[src/hw/rtl/dp2p_pkg.sv]
package dp2p_pkg;

    // Fixed sizes of the table, the frame, the queue and the reciprocals
    localparam int TRIG_N      = 1024;
    localparam int PHASE_W     = 10;
    localparam int MAX_WIDTH   = 4096;
    localparam int MAX_HEIGHT  = 4096;
    localparam int QUEUE_DEPTH = 4;
    localparam int QPTR_W      = 2;
    localparam int QLVL_W      = 3;
    localparam int RCP_W       = 24;
    localparam int RCP_SHIFT   = 32;

    // Register indexes
    localparam logic [7:0] REG_FRAME_WIDTH  = 8'd0;
    localparam logic [7:0] REG_FRAME_HEIGHT = 8'd1;
    localparam logic [7:0] REG_FOV_H        = 8'd2;
    localparam logic [7:0] REG_FOV_V        = 8'd3;

    // Reciprocals floor(2^32/den) for the reset frame: 360*1280 and 720*720
    localparam logic [RCP_W-1:0] RCP_Y_RESET = 24'd9320;
    localparam logic [RCP_W-1:0] RCP_P_RESET = 24'd8285;

    localparam longint unsigned HALF_PI_Q30 = 64'd1686629713;
    localparam longint unsigned FACT_DIV [1:6] = '{6, 20, 42, 72, 110, 156};

    typedef enum logic [1:0] {
        RCP_IDLE,
        RCP_YAW,
        RCP_PITCH
    } rcp_state_t;

    // One queued pixel: rounding numerators, depth and gray
    typedef struct packed {
        logic [30:0] num_y;
        logic        neg_p;
        logic [30:0] mag_p;
        logic [15:0] depth;
        logic [7:0]  gray;
    } work_t;

    typedef struct packed {
        logic              empty;
        logic              full;
        logic [QLVL_W-1:0] level;
    } queue_stat_t;

    typedef logic signed [15:0] trig_t;
    typedef trig_t trig_tab_t [TRIG_N];

    // sin(pi/2 * r/TRIG_N) in Q1.15, Taylor series in Q2.30
    function automatic logic [15:0] quarter_sine(longint unsigned r);
        longint unsigned x;
        longint unsigned x2;
        longint unsigned term;
        longint          sum;
        x    = HALF_PI_Q30 * r / TRIG_N;
        x2   = (x * x) >> 30;
        term = x;
        sum  = longint'(x);
        for (int k = 1; k <= 6; k++)
        begin
            term = (term * x2) >> 30;
            term = term / FACT_DIV[k];
            if (k % 2 == 1)
            begin
                sum = sum - longint'(term);
            end
            else
            begin
                sum = sum + longint'(term);
            end
        end
        if (sum < 0)
        begin
            sum = 0;
        end
        sum = (sum + 16384) >>> 15;
        if (sum > 32767)
        begin
            sum = 32767;
        end
        return sum[15:0];
    endfunction

    // Sine of u/(4*TRIG_N) of a turn
    function automatic logic [15:0] turn_sine(longint unsigned u);
        longint unsigned uu;
        longint unsigned q;
        longint unsigned r;
        logic [15:0]     s;
        uu = u % (4 * TRIG_N);
        q  = uu / TRIG_N;
        r  = uu % TRIG_N;
        if (q[0])
        begin
            r = TRIG_N - r;
        end
        s = quarter_sine(r);
        return q[1] ? (16'd0 - s) : s;
    endfunction

    function automatic trig_tab_t build_sin();
        trig_tab_t t;
        for (int i = 0; i < TRIG_N; i++)
        begin
            t[i] = trig_t'(turn_sine(longint'(4 * i)));
        end
        return t;
    endfunction

    function automatic trig_tab_t build_cos();
        trig_tab_t t;
        for (int i = 0; i < TRIG_N; i++)
        begin
            t[i] = trig_t'(turn_sine(longint'(4 * i + TRIG_N)));
        end
        return t;
    endfunction

endpackage

[src/hw/rtl/dp2p_queue.sv]
// Small FIFO between front and back
module dp2p_queue (
    input  logic                   clk,
    input  logic                   rst_n,
    input  logic                   push,
    input  dp2p_pkg::work_t        din,
    input  logic                   pop,
    output dp2p_pkg::work_t        dout,
    output dp2p_pkg::queue_stat_t  stat
);
    import dp2p_pkg::*;

    work_t             mem [QUEUE_DEPTH];
    logic [QPTR_W-1:0] wr_reg, wr_next;
    logic [QPTR_W-1:0] rd_reg, rd_next;
    logic [QLVL_W-1:0] lvl_reg, lvl_next;

    always_comb
    begin
        wr_next  = push ? wr_reg + 1'b1 : wr_reg;
        rd_next  = pop ? rd_reg + 1'b1 : rd_reg;
        lvl_next = lvl_reg + QLVL_W'(push) - QLVL_W'(pop);
    end

    always_ff @(posedge clk or negedge rst_n)
    begin
        if (!rst_n)
        begin
            wr_reg  <= '0;
            rd_reg  <= '0;
            lvl_reg <= '0;
        end
        else
        begin
            wr_reg  <= wr_next;
            rd_reg  <= rd_next;
            lvl_reg <= lvl_next;
        end
    end

    always_ff @(posedge clk)
    begin
        if (push)
        begin
            mem[wr_reg] <= din;
        end
    end

    assign dout       = mem[rd_reg];
    assign stat.empty = (lvl_reg == '0);
    assign stat.full  = (lvl_reg == QLVL_W'(QUEUE_DEPTH));
    assign stat.level = lvl_reg;

endmodule

[config.mk]
export PLATFORM = sky130hd
export DESIGN_NAME = dp2p_queue
export DESIGN_NICKNAME = d
export VERILOG_FILES = /design/src/hw/rtl/dp2p_pkg.sv /design/src/hw/rtl/dp2p_queue.sv
export SDC_FILE = /design/constraint.sdc
export NUM_CORES = 1
export LEC_CHECK = 0
export BUFFER_PORTS_ARGS = -buffer_cell sky130_fd_sc_hd__buf_2
export CAP_MARGIN = 30
export CORE_MARGIN = 3
export CORE_UTILIZATION = 35
export DETAILED_ROUTE_END_ITERATION = 7
export PLACE_DENSITY = 0.63
export SLEW_MARGIN = 10
export SYNTH_ARGS = -nofsm -noshare
export SYNTH_HDL_FRONTEND = slang
export SYNTH_SLANG_ARGS = --single-unit
[constraint.sdc]
create_clock -name clk -period 7.8 [get_ports clk]
set_input_delay 0.78 -clock clk [delete_from_list [all_inputs] [get_ports clk]]
set_output_delay 0.78 -clock clk [all_outputs]
set_load 0.05 [all_outputs]
==> metrics.txt <==
Skew-Pair Late Insertion Delay 0.53 ns; Die Footprint between 0.03 and 0.04 mm2; required time of the worst setup path between 7 and 8 ns; Placement Rows between 60 and 70; worst-case clock buffer depth 3; ratio of cells with drive above 1 in the final layout 0.455; DR DRC count 0; total wirelength of the detailed-routed design roughly 24000 um; DR vias/cell 4.78; post-CTS setup-driven buffer insertion count 0; standard cell core area 0.0360 mm2; Rel. slew slack 0.437; clock period minus worst slack 3.55 ns; Total Negative Setup Slacks 0 ns; drt initial violations roughly 270; pins over their slew limit 0; fill count 3085; Top-Level Pins about 180; final non-filler cell total about 1.2k; clk sinks approximately 360; vertical die dimension approximately 200 um; Total GRT Usage 0.125; Setup Viol. Count Final 0; post-DP HPWL 14500 um; clock root buffer sky130_fd_sc_hd__clkbuf_16; cell area after placement around 0.014 mm2; antenna diode count 0; global-route wire length before repair ~37000 um; clock tree from TritonCTS yes; crit path max-delay cell type sky130_fd_sc_hd__dfrtp_4; largest net degree at the start of global routing 53; worst voltage drop across the vdd grid ~0.38 mV; Post-Synthesis Cell Area 0.0129 mm2; unrepaired setup endpoints after global routing no; cell leakage power ~5.3 nW; instance count on the critical path 3; crit path cell chain buf_4 -> mux4_2 -> buf_2; synth warn 0; total power per unit cell area around 440 mW/mm2; type of the worst setup path flip-flop to primary output; number of buffers added on ports roughly 180; Worst-Margin Slew 0.845 ns; TritonRoute pass-1 iters 5; peak per-stage delay on the critical path between 0.8 and 0.9 ns; Placed Cells approximately 1.1k; clock tree skew after final layout around 0.011 ns; H-Tree Depth 2; final hold violation count 0; starting density of the core 0.359; proportion of synthesized chip area in sequential cells 0.822; Setup crit start rd_reg[1]$_DFFE_PN0P_; worst setup timing slack at the placement stage 4.70 ns; reported max-cap violation count 0; result of the run completed; post-route design area 0.0155 mm2; initial antenna violation count 2; die span in x slightly below 200 um; syn nets between 500 and 600; via count approximately 5.7k; Gates resized, CTS repair 0; final critical-path share of the clock period 0.455; Min Hold Slack 0.0811 ns; max FFs per register ~350; post-synthesis cell count approximately 490; top fanout value on the critical path between 40 and 50; Area Growth Syn to Fin 19.9%; clock-pin transition on the worst setup and hold timing paths 0.06 ns; path type of the worst min-delay path input port to asynchronous set/reset pin; number of global-route vias before repair roughly 6.3k; DR WL/cell between 20 and 25 um; Bufs and invs on worst path 2; total overflow reported by the global router 0; CTS Buf Count 38; cts-stage hold buffer count 0; DRT antenna net count 0; final weighted congestion in routability-driven placement 0.661; maximum clock frequency 282 MHz; number of nets in the layout around 800; Largest delay share family, worst path buffers and inverters; minimum setup slack in the final design 4.25 ns; launching point of the worst reg2reg path wr_reg[0]$_DFFE_PN0P_; count of state elements after synthesis 355; count of cell types in the netlist 19; Worst Reg2Reg Path Length in Cells 4; Mapped Avg Cell Area between 20 and 30 um2; type of element capturing the critical path primary output; crit start category flip-flop; CP Data Arrival Time around 2.8 ns
-- logic make-up after synthesis --
group,synth area share
adders and majority gates,0.00735
DFF,0.822
AOI/OAI and AO/OA,0.000387
muxes,0.152
and+or+nand+nor,0.00339
xor gates and xnor gates,0.00339
buffers and inverters,0.0124
-- routing by layer --
| layer | share of wire | up-vias | wire [um] | track usage |
|---|---|---|---|---|
| met5 | 0.00082 | - | 20 | 0 |
| met4 | 0.020 | 4 | 481 | 0.0359 |
| met3 | 0.061 | 45 | 1480 | 0.0393 |
| met2 | 0.51 | 152 | 12300 | 0.208 |
| met1 | 0.41 | 2944 | 10000 | 0.159 |
| li1 | - | 2524 | - | - |
-- layout by cell type, fill, tap and decap left out --
cell type and n:
sky130_fd_sc_hd__buf_12 1, sky130_fd_sc_hd__clkbuf_16 39, sky130_fd_sc_hd__o21ai_0 1, sky130_fd_sc_hd__clkinv_1 11, sky130_fd_sc_hd__buf_4 7, sky130_fd_sc_hd__clkbuf_1 8
sky130_fd_sc_hd__clkinv_2 4, sky130_fd_sc_hd__buf_2 182, sky130_fd_sc_hd__nor3_1 1, sky130_fd_sc_hd__mux4_2 87, sky130_fd_sc_hd__xor2_1 2, sky130_fd_sc_hd__inv_1 6
sky130_fd_sc_hd__bufinv_16 1, sky130_fd_sc_hd__dfrtp_1 5, sky130_fd_sc_hd__fa_1 1, sky130_fd_sc_hd__and3_1 1, sky130_fd_sc_hd__and2_4 4, sky130_fd_sc_hd__edfxtp_1 348
sky130_fd_sc_hd__xnor2_1 3, sky130_fd_sc_hd__inv_6 1, sky130_fd_sc_hd__ha_1 6, sky130_fd_sc_hd__clkbuf_8 2, sky130_fd_sc_hd__dfrtp_4 2, sky130_fd_sc_hd__nand2_1 2
-- worst register-to-register path: cells and delay by family, from the launching register on --
| kind | cells | cell delay, ns |
|---|---|---|
| buf+inv | 2 | 0.82 |
| simple gates | 1 | 0.51 |
| flops | 1 | 0.41 |
| fa+ha+maj | 1 | 0.14 |
-- report_power, final --
group / internal (mW) / leakage, nW / switching (mW)
clock: 0.962 / 0.556 / 0.674
sequential: 2.50 / 3.28 / 0.141
combinational: 0.739 / 1.44 / 1.78
total: 4.20 / 5.28 / 2.60
-- final cells by class --
class / count / area, um2 / share of cell area
sequential: 355 / 10600 / 0.686
timing repair buffer: 190 / 983 / 0.0634
tap: 461 / 577 / 0.0372
clock inverter: 17 / 100 / 0.00646
inverter: 6 / 22.5 / 0.00145
clock buffer: 49 / 1030 / 0.0667
multi-input combinational: 108 / 2160 / 0.139
-- per-stage QoR --
stage | util | power (mW)
floorplan | - | 4.70
global placement | 0.399 | 5.25
detailed placement | 0.399 | 5.27
CTS | 0.431 | 6.94
global route | 0.431 | 7.13
finish | 0.431 | 6.80
-- synth_stat cells --
library cell               number  area share
sky130_fd_sc_hd__edfxtp_1     348        0.81
sky130_fd_sc_hd__mux4_2        87        0.15
sky130_fd_sc_hd__buf_2          7      0.0027
sky130_fd_sc_hd__dfrtp_1        7       0.014
sky130_fd_sc_hd__ha_1           6      0.0058
sky130_fd_sc_hd__inv_1          6      0.0017
sky130_fd_sc_hd__buf_4          5      0.0029
sky130_fd_sc_hd__clkbuf_1       5      0.0015
sky130_fd_sc_hd__and2_1         4      0.0019
sky130_fd_sc_hd__xnor2_1        3      0.0020
sky130_fd_sc_hd__nand2_1        2     0.00058
sky130_fd_sc_hd__xor2_1         2      0.0014
sky130_fd_sc_hd__and3_1         1     0.00048
sky130_fd_sc_hd__buf_12         1      0.0015
sky130_fd_sc_hd__buf_6          1     0.00087
sky130_fd_sc_hd__buf_8          1      0.0012
sky130_fd_sc_hd__fa_1           1      0.0015
sky130_fd_sc_hd__nor3_1         1     0.00039
sky130_fd_sc_hd__o21ai_0        1     0.00039
-- final timing paths --
kind                                              end  slack (ns)
worst max-delay path                         dout[36]        4.25
worst max register to register   mem[0][51]$_DFFE_PP_        5.45
min in group clk                 mem[3][38]$_DFFE_PP_        0.46
worst min register to register  wr_reg[0]$_DFFE_PN0P_        0.53
max in group asynchronous       rd_reg[1]$_DFFE_PN0P_        7.53
worst min-delay path             lvl_reg[0]$_DFF_PN0_        0.08
(Power assumes the default switching activity.)
