<file path="config.mk">
export PLATFORM = sky130hd
export DESIGN_NAME = dp2p_recip
export DESIGN_NICKNAME = d
export VERILOG_FILES = /design/src/hw/rtl/dp2p_pkg.sv /design/src/hw/rtl/dp2p_recip.sv
export SDC_FILE = /design/constraint.sdc
export NUM_CORES = 1
export LEC_CHECK = 0
export BUFFER_PORTS_ARGS = -buffer_cell sky130_fd_sc_hd__buf_4
export CAP_MARGIN = 15
export CORE_MARGIN = 1.5
export CORE_UTILIZATION = 40
export CTS_BUF_LIST = sky130_fd_sc_hd__clkbuf_4 sky130_fd_sc_hd__clkbuf_8
export DETAILED_ROUTE_END_ITERATION = 16
export GPL_TIMING_DRIVEN = 0
export PLACE_DENSITY_LB_ADDON = 0.15
export SLEW_MARGIN = 20
export SYNTH_ARGS = -nofsm -noshare
export SYNTH_HDL_FRONTEND = slang
export SYNTH_SLANG_ARGS = --single-unit
export TNS_END_PERCENT = 1
</file>
<file path="constraint.sdc">
create_clock -name clk -period 3.05 [get_ports clk]
set_input_delay 0.305 -clock clk [delete_from_list [all_inputs] [get_ports clk]]
set_output_delay 0.305 -clock clk [all_outputs]
set_load 0.03 [all_outputs]
</file>
<file path="src/hw/rtl/dp2p_pkg.sv">
package dp2p_pkg;

    // Fixed sizes of the table, the frame, the queue and the reciprocals
    localparam int TRIG_N      = 1024;
    localparam int PHASE_W     = 10;
    localparam int MAX_WIDTH   = 4096;
    localparam int MAX_HEIGHT  = 4096;
    localparam int QUEUE_DEPTH = 4;
    localparam int QPTR_W      = 2;
    localparam int QLVL_W      = 3;
    localparam int RCP_W       = 24;
    localparam int RCP_SHIFT   = 32;

    // Register indexes
    localparam logic [7:0] REG_FRAME_WIDTH  = 8'd0;
    localparam logic [7:0] REG_FRAME_HEIGHT = 8'd1;
    localparam logic [7:0] REG_FOV_H        = 8'd2;
    localparam logic [7:0] REG_FOV_V        = 8'd3;

    // Reciprocals floor(2^32/den) for the reset frame: 360*1280 and 720*720
    localparam logic [RCP_W-1:0] RCP_Y_RESET = 24'd9320;
    localparam logic [RCP_W-1:0] RCP_P_RESET = 24'd8285;

    localparam longint unsigned HALF_PI_Q30 = 64'd1686629713;
    localparam longint unsigned FACT_DIV [1:6] = '{6, 20, 42, 72, 110, 156};

    typedef enum logic [1:0] {
        RCP_IDLE,
        RCP_YAW,
        RCP_PITCH
    } rcp_state_t;

    // One queued pixel: rounding numerators, depth and gray
    typedef struct packed {
        logic [30:0] num_y;
        logic        neg_p;
        logic [30:0] mag_p;
        logic [15:0] depth;
        logic [7:0]  gray;
    } work_t;

    typedef struct packed {
        logic              empty;
        logic              full;
        logic [QLVL_W-1:0] level;
    } queue_stat_t;

    typedef logic signed [15:0] trig_t;
    typedef trig_t trig_tab_t [TRIG_N];

    // sin(pi/2 * r/TRIG_N) in Q1.15, Taylor series in Q2.30
    function automatic logic [15:0] quarter_sine(longint unsigned r);
        longint unsigned x;
        longint unsigned x2;
        longint unsigned term;
        longint          sum;
        x    = HALF_PI_Q30 * r / TRIG_N;
        x2   = (x * x) >> 30;
        term = x;
        sum  = longint'(x);
        for (int k = 1; k <= 6; k++)
        begin
            term = (term * x2) >> 30;
            term = term / FACT_DIV[k];
            if (k % 2 == 1)
            begin
                sum = sum - longint'(term);
            end
            else
            begin
                sum = sum + longint'(term);
            end
        end
        if (sum < 0)
        begin
            sum = 0;
        end
        sum = (sum + 16384) >>> 15;
        if (sum > 32767)
        begin
            sum = 32767;
        end
        return sum[15:0];
    endfunction

    // Sine of u/(4*TRIG_N) of a turn
    function automatic logic [15:0] turn_sine(longint unsigned u);
        longint unsigned uu;
        longint unsigned q;
        longint unsigned r;
        logic [15:0]     s;
        uu = u % (4 * TRIG_N);
        q  = uu / TRIG_N;
        r  = uu % TRIG_N;
        if (q[0])
        begin
            r = TRIG_N - r;
        end
        s = quarter_sine(r);
        return q[1] ? (16'd0 - s) : s;
    endfunction

    function automatic trig_tab_t build_sin();
        trig_tab_t t;
        for (int i = 0; i < TRIG_N; i++)
        begin
            t[i] = trig_t'(turn_sine(longint'(4 * i)));
        end
        return t;
    endfunction

    function automatic trig_tab_t build_cos();
        trig_tab_t t;
        for (int i = 0; i < TRIG_N; i++)
        begin
            t[i] = trig_t'(turn_sine(longint'(4 * i + TRIG_N)));
        end
        return t;
    endfunction

endpackage

</file>
<file path="src/hw/rtl/dp2p_recip.sv">
// Restoring divider: floor(2^32/den) for yaw then pitch, one bit per cycle
module dp2p_recip (
    input  logic                      clk,
    input  logic                      rst_n,
    input  logic                      start,
    input  logic [20:0]               den_y,
    input  logic [21:0]               den_p,
    output logic                      busy,
    output logic [dp2p_pkg::RCP_W-1:0] recip_y,
    output logic [dp2p_pkg::RCP_W-1:0] recip_p
);
    import dp2p_pkg::*;

    rcp_state_t       state_reg, state_next;
    logic [22:0]      rem_reg, rem_next;
    logic [21:0]      den_reg, den_next;
    logic [RCP_W-1:0] quo_reg, quo_next;
    logic [5:0]       cnt_reg, cnt_next;
    logic [RCP_W-1:0] ry_reg, ry_next;
    logic [RCP_W-1:0] rp_reg, rp_next;
    logic [22:0]      trial;
    logic             qbit;
    logic [22:0]      rem_step;
    logic [RCP_W-1:0] quo_step;

    // State and result registers
    always_ff @(posedge clk or negedge rst_n)
    begin
        if (!rst_n)
        begin
            state_reg <= RCP_IDLE;
            ry_reg    <= RCP_Y_RESET;
            rp_reg    <= RCP_P_RESET;
        end
        else
        begin
            state_reg <= state_next;
            ry_reg    <= ry_next;
            rp_reg    <= rp_next;
        end
    end

    // Datapath registers
    always_ff @(posedge clk)
    begin
        rem_reg <= rem_next;
        den_reg <= den_next;
        quo_reg <= quo_next;
        cnt_reg <= cnt_next;
    end

    // One quotient bit: the dividend is a one followed by 32 zeros
    always_comb
    begin
        trial    = {rem_reg[21:0], (cnt_reg == 6'd0)};
        qbit     = (trial >= {1'b0, den_reg});
        rem_step = qbit ? (trial - {1'b0, den_reg}) : trial;
        quo_step = {quo_reg[RCP_W-2:0], qbit};
    end

    // Next state and outputs
    always_comb
    begin
        state_next = state_reg;
        rem_next   = rem_reg;
        den_next   = den_reg;
        quo_next   = quo_reg;
        cnt_next   = cnt_reg;
        ry_next    = ry_reg;
        rp_next    = rp_reg;
        if (start)
        begin
            state_next = RCP_YAW;
            rem_next   = '0;
            den_next   = {1'b0, den_y};
            quo_next   = '0;
            cnt_next   = '0;
        end
        else
        begin
            case (state_reg)
                RCP_IDLE:
                begin
                    state_next = RCP_IDLE;
                end
                RCP_YAW:
                begin
                    rem_next = rem_step;
                    quo_next = quo_step;
                    cnt_next = cnt_reg + 6'd1;
                    if (cnt_reg == 6'(RCP_SHIFT))
                    begin
                        ry_next    = quo_step;
                        state_next = RCP_PITCH;
                        rem_next   = '0;
                        den_next   = den_p;
                        quo_next   = '0;
                        cnt_next   = '0;
                    end
                end
                RCP_PITCH:
                begin
                    rem_next = rem_step;
                    quo_next = quo_step;
                    cnt_next = cnt_reg + 6'd1;
                    if (cnt_reg == 6'(RCP_SHIFT))
                    begin
                        rp_next    = quo_step;
                        state_next = RCP_IDLE;
                    end
                end
                default:
                begin
                    state_next = RCP_IDLE;
                end
            endcase
        end
    end

    assign busy    = (state_reg != RCP_IDLE);
    assign recip_y = ry_reg;
    assign recip_p = rp_reg;

endmodule

</file>
==> results.sh <==
export IMPL_outcome="finished clean"
export IMPL_fin_skew_ns=0.00964
export IMPL_seqPwrFrac=0.373
export IMPL_synth_edf_count=21
export IMPL_cp_slowest_stage_delay_ns=0.37
export IMPL_hold_viol_final=0
export IMPL_yosys_cell_types_count=48
export IMPL_criticalPathCategory="reg2reg"
export IMPL_tightest_slew_ns=0.941
export IMPL_htree_levels=4
export IMPL_power_total_mw=5.08
export IMPL_synth_seq_area_share=0.490
export IMPL_p_int_mw=3.44
export IMPL_min_period_ns=2.96
export IMPL_cts_buffers=17
export IMPL_crit_path_start_kind="register"
export IMPL_grt_antenna_before_repair=0
export IMPL_track_usage=0.169
export IMPL_clkPwrFrac=0.279
export IMPL_endpoint_kind="register"
export IMPL_cp_top_family="compound AO/OA/AOI/OAI gates"
export IMPL_start_util=0.411
export IMPL_min_period_over_period=0.970
export IMPL_clockBufferDepth=2
export IMPL_grt_pass1_wl_um=21300
export IMPL_core_mm2=0.0146
export IMPL_ys_ff_latch=123
export IMPL_clockRootBuffer="clkbuf_8"
export IMPL_std_cell_rows=44
export IMPL_route_detailed_drc=0
export IMPL_postPlaceCellArea_mm2=0.00692
export IMPL_setup_tns_ns=0
export IMPL_setup_viol=0
export IMPL_combPwrFrac=0.348
export IMPL_io_pins=95
export IMPL_die_w_um=125
export IMPL_slew_viol_final=0
export IMPL_num_vias=4437
export IMPL_ys_async_sr_fraction=0.407
export IMPL_swShare=0.324
export IMPL_hp_class="in2reg"
export IMPL_clkSlewWorstSetupHoldPaths_ns=0.07
export IMPL_max_freq_mhz=338
export IMPL_gp_congestion=0.815
export IMPL_insertion_delay_ns=0.44
export IMPL_portBuffers=93
export IMPL_fillerInstances=1303
export IMPL_drt_iter0_drc=159
export IMPL_die_h_um=125
export IMPL_clkSinkCount=123
export IMPL_antenna_left=0
export IMPL_finalNetCount=760
export IMPL_syn_nets=633
export IMPL_critical_path_max_fanout=7
export IMPL_power_switching_mw=1.65
export IMPL_crit_chain="inv_2, ha_4, nor4b_4, nand2b_1, ha_2, nand2b_4, a21oi_4, o21ai_2, o211ai_2, nand2_2, o41ai_4, buf_6, buf_8, mux2i_1, o21ai_1"
export IMPL_vdd_drop_max_uv=343
export IMPL_grt_overflow=0
export IMPL_synth_main_ff_cell="dfxtp_1"
export IMPL_dieArea_mm2=0.0157
export IMPL_slowest_stage="o41ai_4"
export IMPL_cp_required_ns=3.36
export IMPL_drt_vias_per_instance=5.02
export IMPL_worstPathBufferInverterCount=3
export IMPL_grt_pass1_vias=4575
export IMPL_area_growth_pct=26.2
export IMPL_power_density_mw_per_mm2=672
export IMPL_detailedRoute_firstPassIterationCount=4
export IMPL_worstPathArrival_ns=3.27
export IMPL_syn_inst=559
export IMPL_antenna_cells=0
export IMPL_yosysWarnings=0
export IMPL_avgSynthCellArea_um2=10.7
export IMPL_rsz0062_at_grt="true"
export IMPL_relSlewSlack=0.373
export IMPL_grt_max_degree=51
export IMPL_drive_above_1_share=0.349
export IMPL_wire_per_inst_um=14.4
export IMPL_wl_um=12700
export IMPL_hpwl_um=8830
export IMPL_cts_tree="built"
export IMPL_netlist_area_mm2=0.00599
export IMPL_drv_cap=0
export IMPL_power_leakage_nw=3.48
export IMPL_final_cell_area_mm2=0.00756
## per-stage QoR
| stage | util | hold WS [ns] | std cells | setup slack, ns |
|---|---|---|---|---|
| 2_1_floorplan | - | 0.00941 | 559 | 0.152 |
| 3_3_place_gp | 0.474 | 0.348 | 836 | -0.265 |
| 3_5_place_dp | 0.474 | 0.369 | 836 | -0.316 |
| 4_1_cts | 0.505 | 0.0656 | 871 | 0.0104 |
| 5_1_grt | 0.518 | 0.0869 | 883 | -0.103 |
| 6_report | 0.518 | 0.0907 | 883 | 0.0907 |
## power by group through the flow
stage / clock (mW) / combinational [mW] / sequential (mW)
6_report: 1.42 / 1.77 / 1.89
2_1_floorplan: 0 / 1.13 / 1.91
3_3_place_gp: 0 / 1.42 / 1.92
4_1_cts: 1.46 / 1.49 / 1.89
5_1_grt: 1.53 / 1.94 / 1.91
3_5_place_dp: 0 / 1.44 / 1.92
## synth_stat cells, types with 2 or more instances
library cell	number	area share
o21ai_1	12	0.010
ha_1	27	0.056
nand2b_1	4	0.0042
nand2_1	41	0.026
dfrtp_1	39	0.16
or2_2	2	0.0021
nor2b_1	27	0.028
mux2i_1	17	0.028
o211a_1	2	0.0033
inv_1	29	0.018
edfxtp_1	21	0.11
nor3_1	2	0.0017
a21oi_1	36	0.030
and2_1	2	0.0021
xor2_1	9	0.013
dfstp_2	11	0.048
mux2_2	71	0.13
a21o_1	10	0.013
buf_1	5	0.0031
a221oi_2	2	0.0050
o21bai_1	3	0.0038
clkbuf_1	14	0.0088
dfxtp_1	52	0.17
o211ai_1	5	0.0063
nand4_1	5	0.0052
a211oi_1	2	0.0025
xnor2_1	14	0.020
nand3_1	6	0.0050
nor2_1	46	0.029
o21ai_0	24	0.020
a31oi_1	2	0.0021
## worst paths after layout
kind	depth (start not counted)	startpoint	to	slack, ns
max	15	cnt_reg[0]	rem_reg[1]	0.09
min	3	den_p[21]	den_reg[21]	0.09
max reg2reg	15	cnt_reg[0]	rem_reg[1]	0.09
min reg2reg	2	rem_reg[4]	rem_reg[4]	0.47
max in group asynchronous	2	rst_n	recip_p[16]	2.19
min in group asynchronous	2	rst_n	recip_p[8]	0.42
## kinds of logic after synthesis
| group | Yosys count | share of synthesized area |
|---|---|---|
| compound gates | 107 | 0.112 |
| buf+inv | 51 | 0.0340 |
| mux | 88 | 0.162 |
| xor+xnor | 23 | 0.0336 |
| fa+ha+maj | 28 | 0.0597 |
| simple gates | 139 | 0.108 |
| flops | 123 | 0.490 |
## worst reg2reg max path, cell delays in order (launching register included)
cell and delay [ns]:
dfxtp_2 0.33, inv_2 0.07, ha_4 0.12, nor4b_4 0.26, nand2b_1 0.14, ha_2 0.21, nand2b_4 0.15, a21oi_4 0.16
o21ai_2 0.09, o211ai_2 0.20, nand2_2 0.11, o41ai_4 0.37, buf_6 0.20, buf_8 0.14, mux2i_1 0.22, o21ai_1 0.08
## metal layers
layer | vias up | GRT usage | wire (um) | share of wire
li1 | 2204 | - | - | -
met1 | 2140 | 0.195 | 5540 | 0.44
met2 | 78 | 0.290 | 6340 | 0.50
met3 | 15 | 0.0569 | 639 | 0.050
met4 | 0 | 0.0655 | 197 | 0.015
met5 | - | 0 | 0 | 0
## area by class of cell
type | count | area [um2] | area share
plain buffers | 22 | 118 | 0.0156
clock buffers | 18 | 248 | 0.0328
clock inverters | 14 | 140 | 0.0185
inverters | 29 | 109 | 0.0144
multi-input cells | 385 | 2940 | 0.388
flip-flops and latches | 123 | 2940 | 0.389
well taps | 184 | 230 | 0.0305
repair buffers | 108 | 838 | 0.111
## cell usage in the layout (no fill, tap or decap), types with 9 or more instances in the layout
| cell type | netlist | final |
|---|---|---|
| xor2_1 | 9 | 9 |
| clkbuf_1 | 14 | 14 |
| inv_1 | 29 | 27 |
| mux2_2 | 71 | 71 |
| a21o_1 | 10 | 10 |
| nand2_1 | 41 | 40 |
| nor2_1 | 46 | 46 |
| o21ai_0 | 24 | 20 |
| buf_4 | 1 | 104 |
| dfstp_2 | 11 | 11 |
| mux2i_1 | 17 | 16 |
| dfxtp_1 | 52 | 50 |
| o21ai_1 | 12 | 15 |
| nor2b_1 | 27 | 27 |
| ha_1 | 27 | 25 |
| a21oi_1 | 36 | 34 |
| dfrtp_1 | 39 | 39 |
| clkbuf_8 | 0 | 18 |
| xnor2_1 | 14 | 14 |
| edfxtp_1 | 21 | 21 |
## timing repair
action,CTS,global route
gates resized for setup,7,28
gates cloned,0,2
buffers inserted,2,10
endpoints found under the hold margin,39,0
hold buffers,1,0
pin swaps,4,12
setup endpoints to repair,25,25
No activity file was read; power rests on OpenSTA's default activity.
