<file path="config.mk">
export PLATFORM = sky130hd
export DESIGN_NAME = dp2p_front_flat
export DESIGN_NICKNAME = d
export VERILOG_FILES = /design/src/hw/rtl/dp2p_pkg.sv /design/src/hw/rtl/dp2p_if.sv /design/src/hw/rtl/dp2p_front.sv /design/src/flat_wrapper.sv
export SDC_FILE = /design/constraint.sdc
export NUM_CORES = 1
export LEC_CHECK = 0
export BUFFER_PORTS_ARGS = -buffer_cell sky130_fd_sc_hd__clkbuf_2
export CORE_MARGIN = 2
export CORE_UTILIZATION = 53
export DETAILED_ROUTE_END_ITERATION = 10
export PLACE_DENSITY_LB_ADDON = 0.3
export SYNTH_ARGS = -nofsm -noshare
export SYNTH_HDL_FRONTEND = slang
export SYNTH_SLANG_ARGS = --single-unit
</file>
<file path="constraint.sdc">
create_clock -name vclk -period 5.8
set_input_delay 0 -clock vclk [all_inputs]
set_output_delay 0 -clock vclk [all_outputs]
set_load 0.02 [all_outputs]
</file>
<file path="src/hw/rtl/dp2p_pkg.sv">
package dp2p_pkg;

    // Fixed sizes of the table, the frame, the queue and the reciprocals
    localparam int TRIG_N      = 1024;
    localparam int PHASE_W     = 10;
    localparam int MAX_WIDTH   = 4096;
    localparam int MAX_HEIGHT  = 4096;
    localparam int QUEUE_DEPTH = 4;
    localparam int QPTR_W      = 2;
    localparam int QLVL_W      = 3;
    localparam int RCP_W       = 24;
    localparam int RCP_SHIFT   = 32;

    // Register indexes
    localparam logic [7:0] REG_FRAME_WIDTH  = 8'd0;
    localparam logic [7:0] REG_FRAME_HEIGHT = 8'd1;
    localparam logic [7:0] REG_FOV_H        = 8'd2;
    localparam logic [7:0] REG_FOV_V        = 8'd3;

    // Reciprocals floor(2^32/den) for the reset frame: 360*1280 and 720*720
    localparam logic [RCP_W-1:0] RCP_Y_RESET = 24'd9320;
    localparam logic [RCP_W-1:0] RCP_P_RESET = 24'd8285;

    localparam longint unsigned HALF_PI_Q30 = 64'd1686629713;
    localparam longint unsigned FACT_DIV [1:6] = '{6, 20, 42, 72, 110, 156};

    typedef enum logic [1:0] {
        RCP_IDLE,
        RCP_YAW,
        RCP_PITCH
    } rcp_state_t;

    // One queued pixel: rounding numerators, depth and gray
    typedef struct packed {
        logic [30:0] num_y;
        logic        neg_p;
        logic [30:0] mag_p;
        logic [15:0] depth;
        logic [7:0]  gray;
    } work_t;

    typedef struct packed {
        logic              empty;
        logic              full;
        logic [QLVL_W-1:0] level;
    } queue_stat_t;

    typedef logic signed [15:0] trig_t;
    typedef trig_t trig_tab_t [TRIG_N];

    // sin(pi/2 * r/TRIG_N) in Q1.15, Taylor series in Q2.30
    function automatic logic [15:0] quarter_sine(longint unsigned r);
        longint unsigned x;
        longint unsigned x2;
        longint unsigned term;
        longint          sum;
        x    = HALF_PI_Q30 * r / TRIG_N;
        x2   = (x * x) >> 30;
        term = x;
        sum  = longint'(x);
        for (int k = 1; k <= 6; k++)
        begin
            term = (term * x2) >> 30;
            term = term / FACT_DIV[k];
            if (k % 2 == 1)
            begin
                sum = sum - longint'(term);
            end
            else
            begin
                sum = sum + longint'(term);
            end
        end
        if (sum < 0)
        begin
            sum = 0;
        end
        sum = (sum + 16384) >>> 15;
        if (sum > 32767)
        begin
            sum = 32767;
        end
        return sum[15:0];
    endfunction

    // Sine of u/(4*TRIG_N) of a turn
    function automatic logic [15:0] turn_sine(longint unsigned u);
        longint unsigned uu;
        longint unsigned q;
        longint unsigned r;
        logic [15:0]     s;
        uu = u % (4 * TRIG_N);
        q  = uu / TRIG_N;
        r  = uu % TRIG_N;
        if (q[0])
        begin
            r = TRIG_N - r;
        end
        s = quarter_sine(r);
        return q[1] ? (16'd0 - s) : s;
    endfunction

    function automatic trig_tab_t build_sin();
        trig_tab_t t;
        for (int i = 0; i < TRIG_N; i++)
        begin
            t[i] = trig_t'(turn_sine(longint'(4 * i)));
        end
        return t;
    endfunction

    function automatic trig_tab_t build_cos();
        trig_tab_t t;
        for (int i = 0; i < TRIG_N; i++)
        begin
            t[i] = trig_t'(turn_sine(longint'(4 * i + TRIG_N)));
        end
        return t;
    endfunction

endpackage

</file>
<file path="src/hw/rtl/dp2p_if.sv">
// Pixel request channel
interface dp2p_pixel_if;
    logic        valid;
    logic        ready;
    logic [11:0] column;
    logic [11:0] row;
    logic [15:0] depth_mm;
    logic [7:0]  gray;
    modport source (output valid, column, row, depth_mm, gray, input ready);
    modport sink (input valid, column, row, depth_mm, gray, output ready);
endinterface


</file>
<file path="src/hw/rtl/dp2p_front.sv">
// Accepts pixels, drops zero depth, forms the angle numerators
module dp2p_front (
    dp2p_pixel_if.sink          pixel,
    input  logic                stall,
    input  logic [7:0]          fov_h,
    input  logic [7:0]          fov_v,
    input  logic [12:0]         height,
    output logic                push,
    output dp2p_pkg::work_t     item
);
    import dp2p_pkg::*;

    logic signed [14:0] diff;
    logic [13:0]        diff_mag;
    logic [20:0]        prod_y;
    logic [21:0]        prod_p;

    assign pixel.ready = !stall;
    assign push = pixel.valid && pixel.ready && (pixel.depth_mm != 16'd0);

    // Yaw numerator fov_h*column*N, pitch numerator fov_v*(H-2*row)*N
    always_comb
    begin
        diff     = $signed({2'b00, height}) - $signed({2'b00, pixel.row, 1'b0});
        diff_mag = diff[14] ? 14'(-diff) : diff[13:0];
        prod_y   = 21'(fov_h * pixel.column);
        prod_p   = 22'(fov_v * diff_mag);
        item.num_y = {prod_y[20:0], {PHASE_W{1'b0}}};
        item.neg_p = diff[14];
        item.mag_p = {prod_p[20:0], {PHASE_W{1'b0}}};
        item.depth = pixel.depth_mm;
        item.gray  = pixel.gray;
    end

endmodule

</file>
<file path="src/flat_wrapper.sv">
// flat-port wrapper written by rule: the top's interface ports become plain ports
module dp2p_front_flat import dp2p_pkg::*;
  (stall, fov_h, fov_v, height, push, item, pixel_valid, pixel_column, pixel_row, pixel_depth_mm, pixel_gray, pixel_ready);
  dp2p_pixel_if pixel_i ();
  input  logic stall;
  input  logic [7:0] fov_h;
  input  logic [7:0] fov_v;
  input  logic [12:0] height;
  output logic push;
  output dp2p_pkg::work_t item;
  input wire logic [$bits(pixel_i.valid)-1:0] pixel_valid;
  input wire logic [$bits(pixel_i.column)-1:0] pixel_column;
  input wire logic [$bits(pixel_i.row)-1:0] pixel_row;
  input wire logic [$bits(pixel_i.depth_mm)-1:0] pixel_depth_mm;
  input wire logic [$bits(pixel_i.gray)-1:0] pixel_gray;
  output wire logic [$bits(pixel_i.ready)-1:0] pixel_ready;
  assign pixel_i.valid = pixel_valid;
  assign pixel_i.column = pixel_column;
  assign pixel_i.row = pixel_row;
  assign pixel_i.depth_mm = pixel_depth_mm;
  assign pixel_i.gray = pixel_gray;
  assign pixel_ready = pixel_i.ready;
  dp2p_front u_core (.pixel(pixel_i), .stall(stall), .fov_h(fov_h), .fov_v(fov_v), .height(height), .push(push), .item(item));
endmodule
</file>
==> results.sh, run 1 <==
export IMPL_hold_class="input port to output port"
export IMPL_hold_depth=0
export IMPL_core_sq_um=14500
export IMPL_gr_total_overflow=0
export IMPL_period_share=1.06
export IMPL_crit_path_frequent_cell="fa_1"
export IMPL_start_util=0.542
export IMPL_hold_slack_ns=0.00000778
export IMPL_multiInputGateArea_sq_um=7310
export IMPL_timing_max_cap_violations=0
export IMPL_rsz0062_at_grt="yes"
export IMPL_die_w_um=126
export IMPL_synth_warnings=0
export IMPL_dr_pass1_iters=4
export IMPL_arrival_ns=6.14
export IMPL_grt_usage=0.232
export IMPL_worstSetupStartpoint="pixel_row[1]"
export IMPL_regArea_sq_um=0
export IMPL_antenna_found_initial=0
export IMPL_synth_area_per_cell_sq_um=8.26
export IMPL_violations="negative setup slack"
export IMPL_path_max_fanout=4
export IMPL_dpl_cell_area_sq_um=9380
export IMPL_io_buffers=131
export IMPL_setup_viol=8
export IMPL_final_cells=1350
export IMPL_critical_path_class="input port to output port"
export IMPL_cts_hold_buffers=0
export IMPL_drt_initial_drc_count=277
export IMPL_max_stage_delay_ns=0.56
export IMPL_min_from="pixel_gray[1]"
export IMPL_place_ws_ns=-0.523
export IMPL_grt_max_degree=15
export IMPL_synthDistinctLibCells=59
export IMPL_die_area_sq_um=15800
export IMPL_syn_inst=950
export IMPL_max_freq_mhz=163
export IMPL_drive_gt1_frac=0.295
export IMPL_dpl_cell_count=1328
export IMPL_synthToLayoutAreaGrowth_pct=26.4
export IMPL_status="complete, but fails checks"
export IMPL_period_needed_ns=6.14
export IMPL_via_per_inst=5.15
export IMPL_place_gp_congestion=0.856
export IMPL_endpoint_kind="output port"
export IMPL_fin_area_sq_um=9920
export IMPL_cp_required_ns=5.80
export IMPL_hold_viol=0
export IMPL_worst_slack_ns=-0.344
export IMPL_post_drt_wl_per_cell_um=13.6
export IMPL_hpwl_um=15500
export IMPL_min_to="item[1]"
export IMPL_cp_slowest_cell="or4b_4"
export IMPL_cp_start_kind="input port"
export IMPL_grt_pass1_vias=7183
export IMPL_nClkBuffers=0
export IMPL_die_h_um=126
export IMPL_ant_nets=0
export IMPL_fillers=1187
export IMPL_grt_pass1_wl_um=31600
export IMPL_design_seq_count=0
export IMPL_synth_seq_area_share=0
export IMPL_drc=0
export IMPL_synth_area_sq_um=7850
export IMPL_num_nets_final=1472
export IMPL_wl_um=18400
export IMPL_vias=6957
export IMPL_finalMaxSlewViolations=0
export IMPL_diodes=0
export IMPL_rows=44
export IMPL_io_pins=168
## logic make-up after synthesis
kind of cell | share of synthesized area
compound gates | 0.109
xor+xnor | 0.0413
fa+ha+maj | 0.485
buf+inv | 0.134
mux | 0.00143
other cells | 0.000478
simple gates | 0.229
## cell type report
class / instances / area share
Tap cell: 184 / 0.0232
Inverter: 168 / 0.0641
Timing Repair Buffer: 260 / 0.175
Multi-Input combinational cell: 738 / 0.737
## cell usage after synthesis, drive strengths merged, types with 4 or more instances
library cell / count / share of area
inv: 168 / 0.080
fa: 132 / 0.34
and2: 93 / 0.074
ha: 93 / 0.15
nand2: 78 / 0.037
buf: 47 / 0.045
nor2b: 37 / 0.029
nor2: 31 / 0.015
xnor2: 29 / 0.032
a21oi: 25 / 0.016
nor3: 21 / 0.013
nand2b: 18 / 0.014
o21ai: 18 / 0.011
clkbuf: 17 / 0.0081
nand3: 17 / 0.011
o21a: 14 / 0.013
a21boi: 13 / 0.012
o211ai: 8 / 0.0077
xor2: 8 / 0.0089
a21o: 7 / 0.0067
and3: 7 / 0.0057
or3: 7 / 0.0062
nand4: 6 / 0.0048
nor4: 6 / 0.0048
a21bo: 5 / 0.0064
a31oi: 5 / 0.0040
o31ai: 5 / 0.0048
o2111ai: 4 / 0.0045
## repair_timing
| action | in CTS | in global routing |
|---|---|---|
| gates resized for setup | 40 | 50 |
| hold endpoints to repair | 0 | 0 |
| cloned | 0 | 0 |
| buffers inserted | 14 | 10 |
| pin swaps | 52 | 60 |
| endpoints found under the setup margin | 11 | 12 |
## worst max-delay path: cells and delay by family
| kind | cells | cell delay, ns |
|---|---|---|
| adders and majority gates | 6 | 2.42 |
| and+or+nand+nor | 6 | 1.66 |
| AOI/OAI and AO/OA | 7 | 1.48 |
| buffers and inverters | 5 | 0.44 |
| xor gates and xnor gates | 1 | 0.13 |
## per-stage QoR
step            util  TNS [ns]
3_5_place_dp   0.648     -3.17
4_1_cts        0.666     -1.75
2_1_floorplan      -         0
3_3_place_gp   0.648     -2.05
5_1_grt        0.685     -3.99
6_report       0.685     -1.50
## layer usage
layer | vias up | routed length, um | GRT usage
li1 | 3389 | - | -
met1 | 3357 | 8230 | 0.327
met2 | 195 | 9030 | 0.408
met3 | 16 | 988 | 0.0178
met4 | 0 | 170 | 0.0222
met5 | - | 0 | 0
## cells in the final DEF (no fill, tap or decap), drive strengths merged, types with 4 or more instances in the layout
cell type,synthesis,layout
a21bo,5,5
a31oi,5,5
nand3,17,17
nor2b,37,37
nor4,6,6
conb,1,21
xnor2,29,29
a21boi,13,13
fa,132,132
o21a,14,14
and3,7,7
o211ai,8,8
a21o,7,7
ha,93,93
buf,47,136
xor2,8,8
or3,7,7
o2111ai,4,4
o31ai,5,5
nand4,6,6
nand2,78,78
and2,93,93
a21oi,25,25
inv,168,168
nand2b,18,18
nor2,31,31
o21ai,18,18
clkbuf,17,124
nor3,21,21
## how the worst max path moves through the flow
stage / to / slack (ns) / cells after the start
2_1_floorplan: item[51] / 0.002 / 26
3_3_place_gp: item[54] / -0.41 / 25
3_5_place_dp: item[54] / -0.52 / 27
4_1_cts: item[54] / -0.33 / 25
5_1_grt: item[54] / -0.60 / 28
6_report: item[54] / -0.34 / 25
Power of run 1 is left out: the tool's default activity adds up to more than one toggle a clock period on the data nets, which glitch-free logic cannot reach.
==> run 2, diff against run 1 <==
--- a/config.mk
+++ b/config.mk
@@ -10,6 +10,8 @@
 export CORE_UTILIZATION = 53
 export DETAILED_ROUTE_END_ITERATION = 10
 export PLACE_DENSITY_LB_ADDON = 0.3
+export SETUP_SLACK_MARGIN = 0.1
 export SYNTH_ARGS = -nofsm -noshare
 export SYNTH_HDL_FRONTEND = slang
 export SYNTH_SLANG_ARGS = --single-unit
+export TNS_END_PERCENT = 50
==> results.sh, run 2 (same netlist as run 1, synthesis figures left out) <==
export IMPL_status="complete, but fails checks"
export IMPL_violations="negative setup slack"
export IMPL_critical_path_class="input port to output port"
export IMPL_wl_um=18200
export IMPL_ant_nets=0
export IMPL_tightest_slew_ns=0.555
export IMPL_use_met3=0.00595
export IMPL_finalMaxSlewViolations=0
export IMPL_fin_tns_setup_ns=-1.24
export IMPL_drt_initial_drc_count=333
export IMPL_antenna_found_initial=0
export IMPL_cts_hold_buffers=0
export IMPL_grt_usage=0.230
export IMPL_layout_common_cells="inv_1 (157), fa_1 (128), clkbuf_2 (118), buf_4 (117), and2_1 (85)"
export IMPL_rsz0062_at_grt="yes"
export IMPL_endpoint_kind="output port"
export IMPL_max_freq_mhz=165
export IMPL_place_gp_congestion=0.866
export IMPL_max_stage_delay_ns=0.50
export IMPL_globalRouteMet1Util=0.336
export IMPL_via_per_inst=5.21
export IMPL_min_to="item[4]"
export IMPL_timing_max_cap_violations=0
export IMPL_die_area_sq_um=15800
export IMPL_hold_depth=0
export IMPL_period_share=1.05
export IMPL_die_w_um=126
export IMPL_cp_start_kind="input port"
export IMPL_path_buf_inv=5
export IMPL_io_buffers=131
export IMPL_synthToLayoutAreaGrowth_pct=25.8
export IMPL_layout_commonest_cell="inv_1"
export IMPL_drive_gt1_frac=0.298
export IMPL_design_seq_count=0
export IMPL_slew_headroom=0.628
export IMPL_arrival_ns=6.06
export IMPL_core_sq_um=14500
export IMPL_gr_total_overflow=0
export IMPL_globalRoute_busiestLayer="met2"
export IMPL_setup_viol=7
export IMPL_path_max_fanout=3
export IMPL_diodes=0
export IMPL_grt_pass1_wl_um=31100
export IMPL_grt_pass1_vias=6928
export IMPL_grt_max_degree=15
export IMPL_hold_class="input port to output port"
export IMPL_die_h_um=126
export IMPL_dr_pass1_iters=5
export IMPL_cp_top_family="adder cells"
export IMPL_post_route_util=0.682
export IMPL_period_needed_ns=6.06
export IMPL_regArea_sq_um=0
export IMPL_vias=6961
export IMPL_place_ws_ns=-0.518
export IMPL_io_pins=168
export IMPL_min_from="pixel_gray[4]"
export IMPL_cp_slowest_cell="or4_4"
export IMPL_drc=0
export IMPL_hpwl_um=15500
export IMPL_rows=44
export IMPL_nClkBuffers=0
export IMPL_start_util=0.542
export IMPL_hold_viol=0
export IMPL_post_drt_wl_per_cell_um=13.6
export IMPL_cp_required_ns=5.80
export IMPL_worst_slack_ns=-0.264
export IMPL_gr_usage_met2=0.399
export IMPL_crit_path_frequent_cell="fa_1"
export IMPL_num_nets_final=1457
## run 2: changes by cell type in the layout (fill, tap and decap cells not counted), moves of 3 or more
cell / delta
nor2b_2: -3
inv_1: -4
buf_6: -5
o21ai_1: -3
buf_4: -9
o21ai_2: +3
inv_2: +5
and2_1: -4
nor2b_4: +3
and2_4: +4
## run 2: layout make-up
type               count  area (sq um)
fillers             1226          4600
inverters            168           636
well taps            184           230
repair buffers       245          1590
multi-input cells    738          7410
## run 2: worst max path at each step
stage	end	depth (start not counted)	from
after global routing	item[54]	27	pixel_row[1]
final	item[54]	25	pixel_row[1]
after detailed placement	item[54]	27	height[1]
after floorplan	item[54]	22	height[2]
after global placement	item[54]	27	height[1]
after CTS	item[54]	27	pixel_row[1]
## run 2: per-stage QoR
stage / hold slack [ns] / instance area [sq um] / instances
floorplan: 0.0815 / 8190 / 970
global placement: 0.000137 / 9400 / 1320
detailed placement: 0.000137 / 9400 / 1320
CTS: 0.000137 / 9650 / 1331
global route: 0.0000301 / 9870 / 1335
finish: 0.00000744 / 9870 / 1335
## run 2: repair_timing
action	4_1_cts	5_1_grt
endpoints found under the setup margin	11	12
buffers inserted	11	4
pin swaps	46	55
gates resized for setup	32	53
## run 2: metal layers
metal  up-vias  routed length, um
met5         -                  0
met4         0                214
met3        22                881
met2       207               8680
met1      3365               8420
li1       3367                  -
Power of run 2 is left out for the same reason.
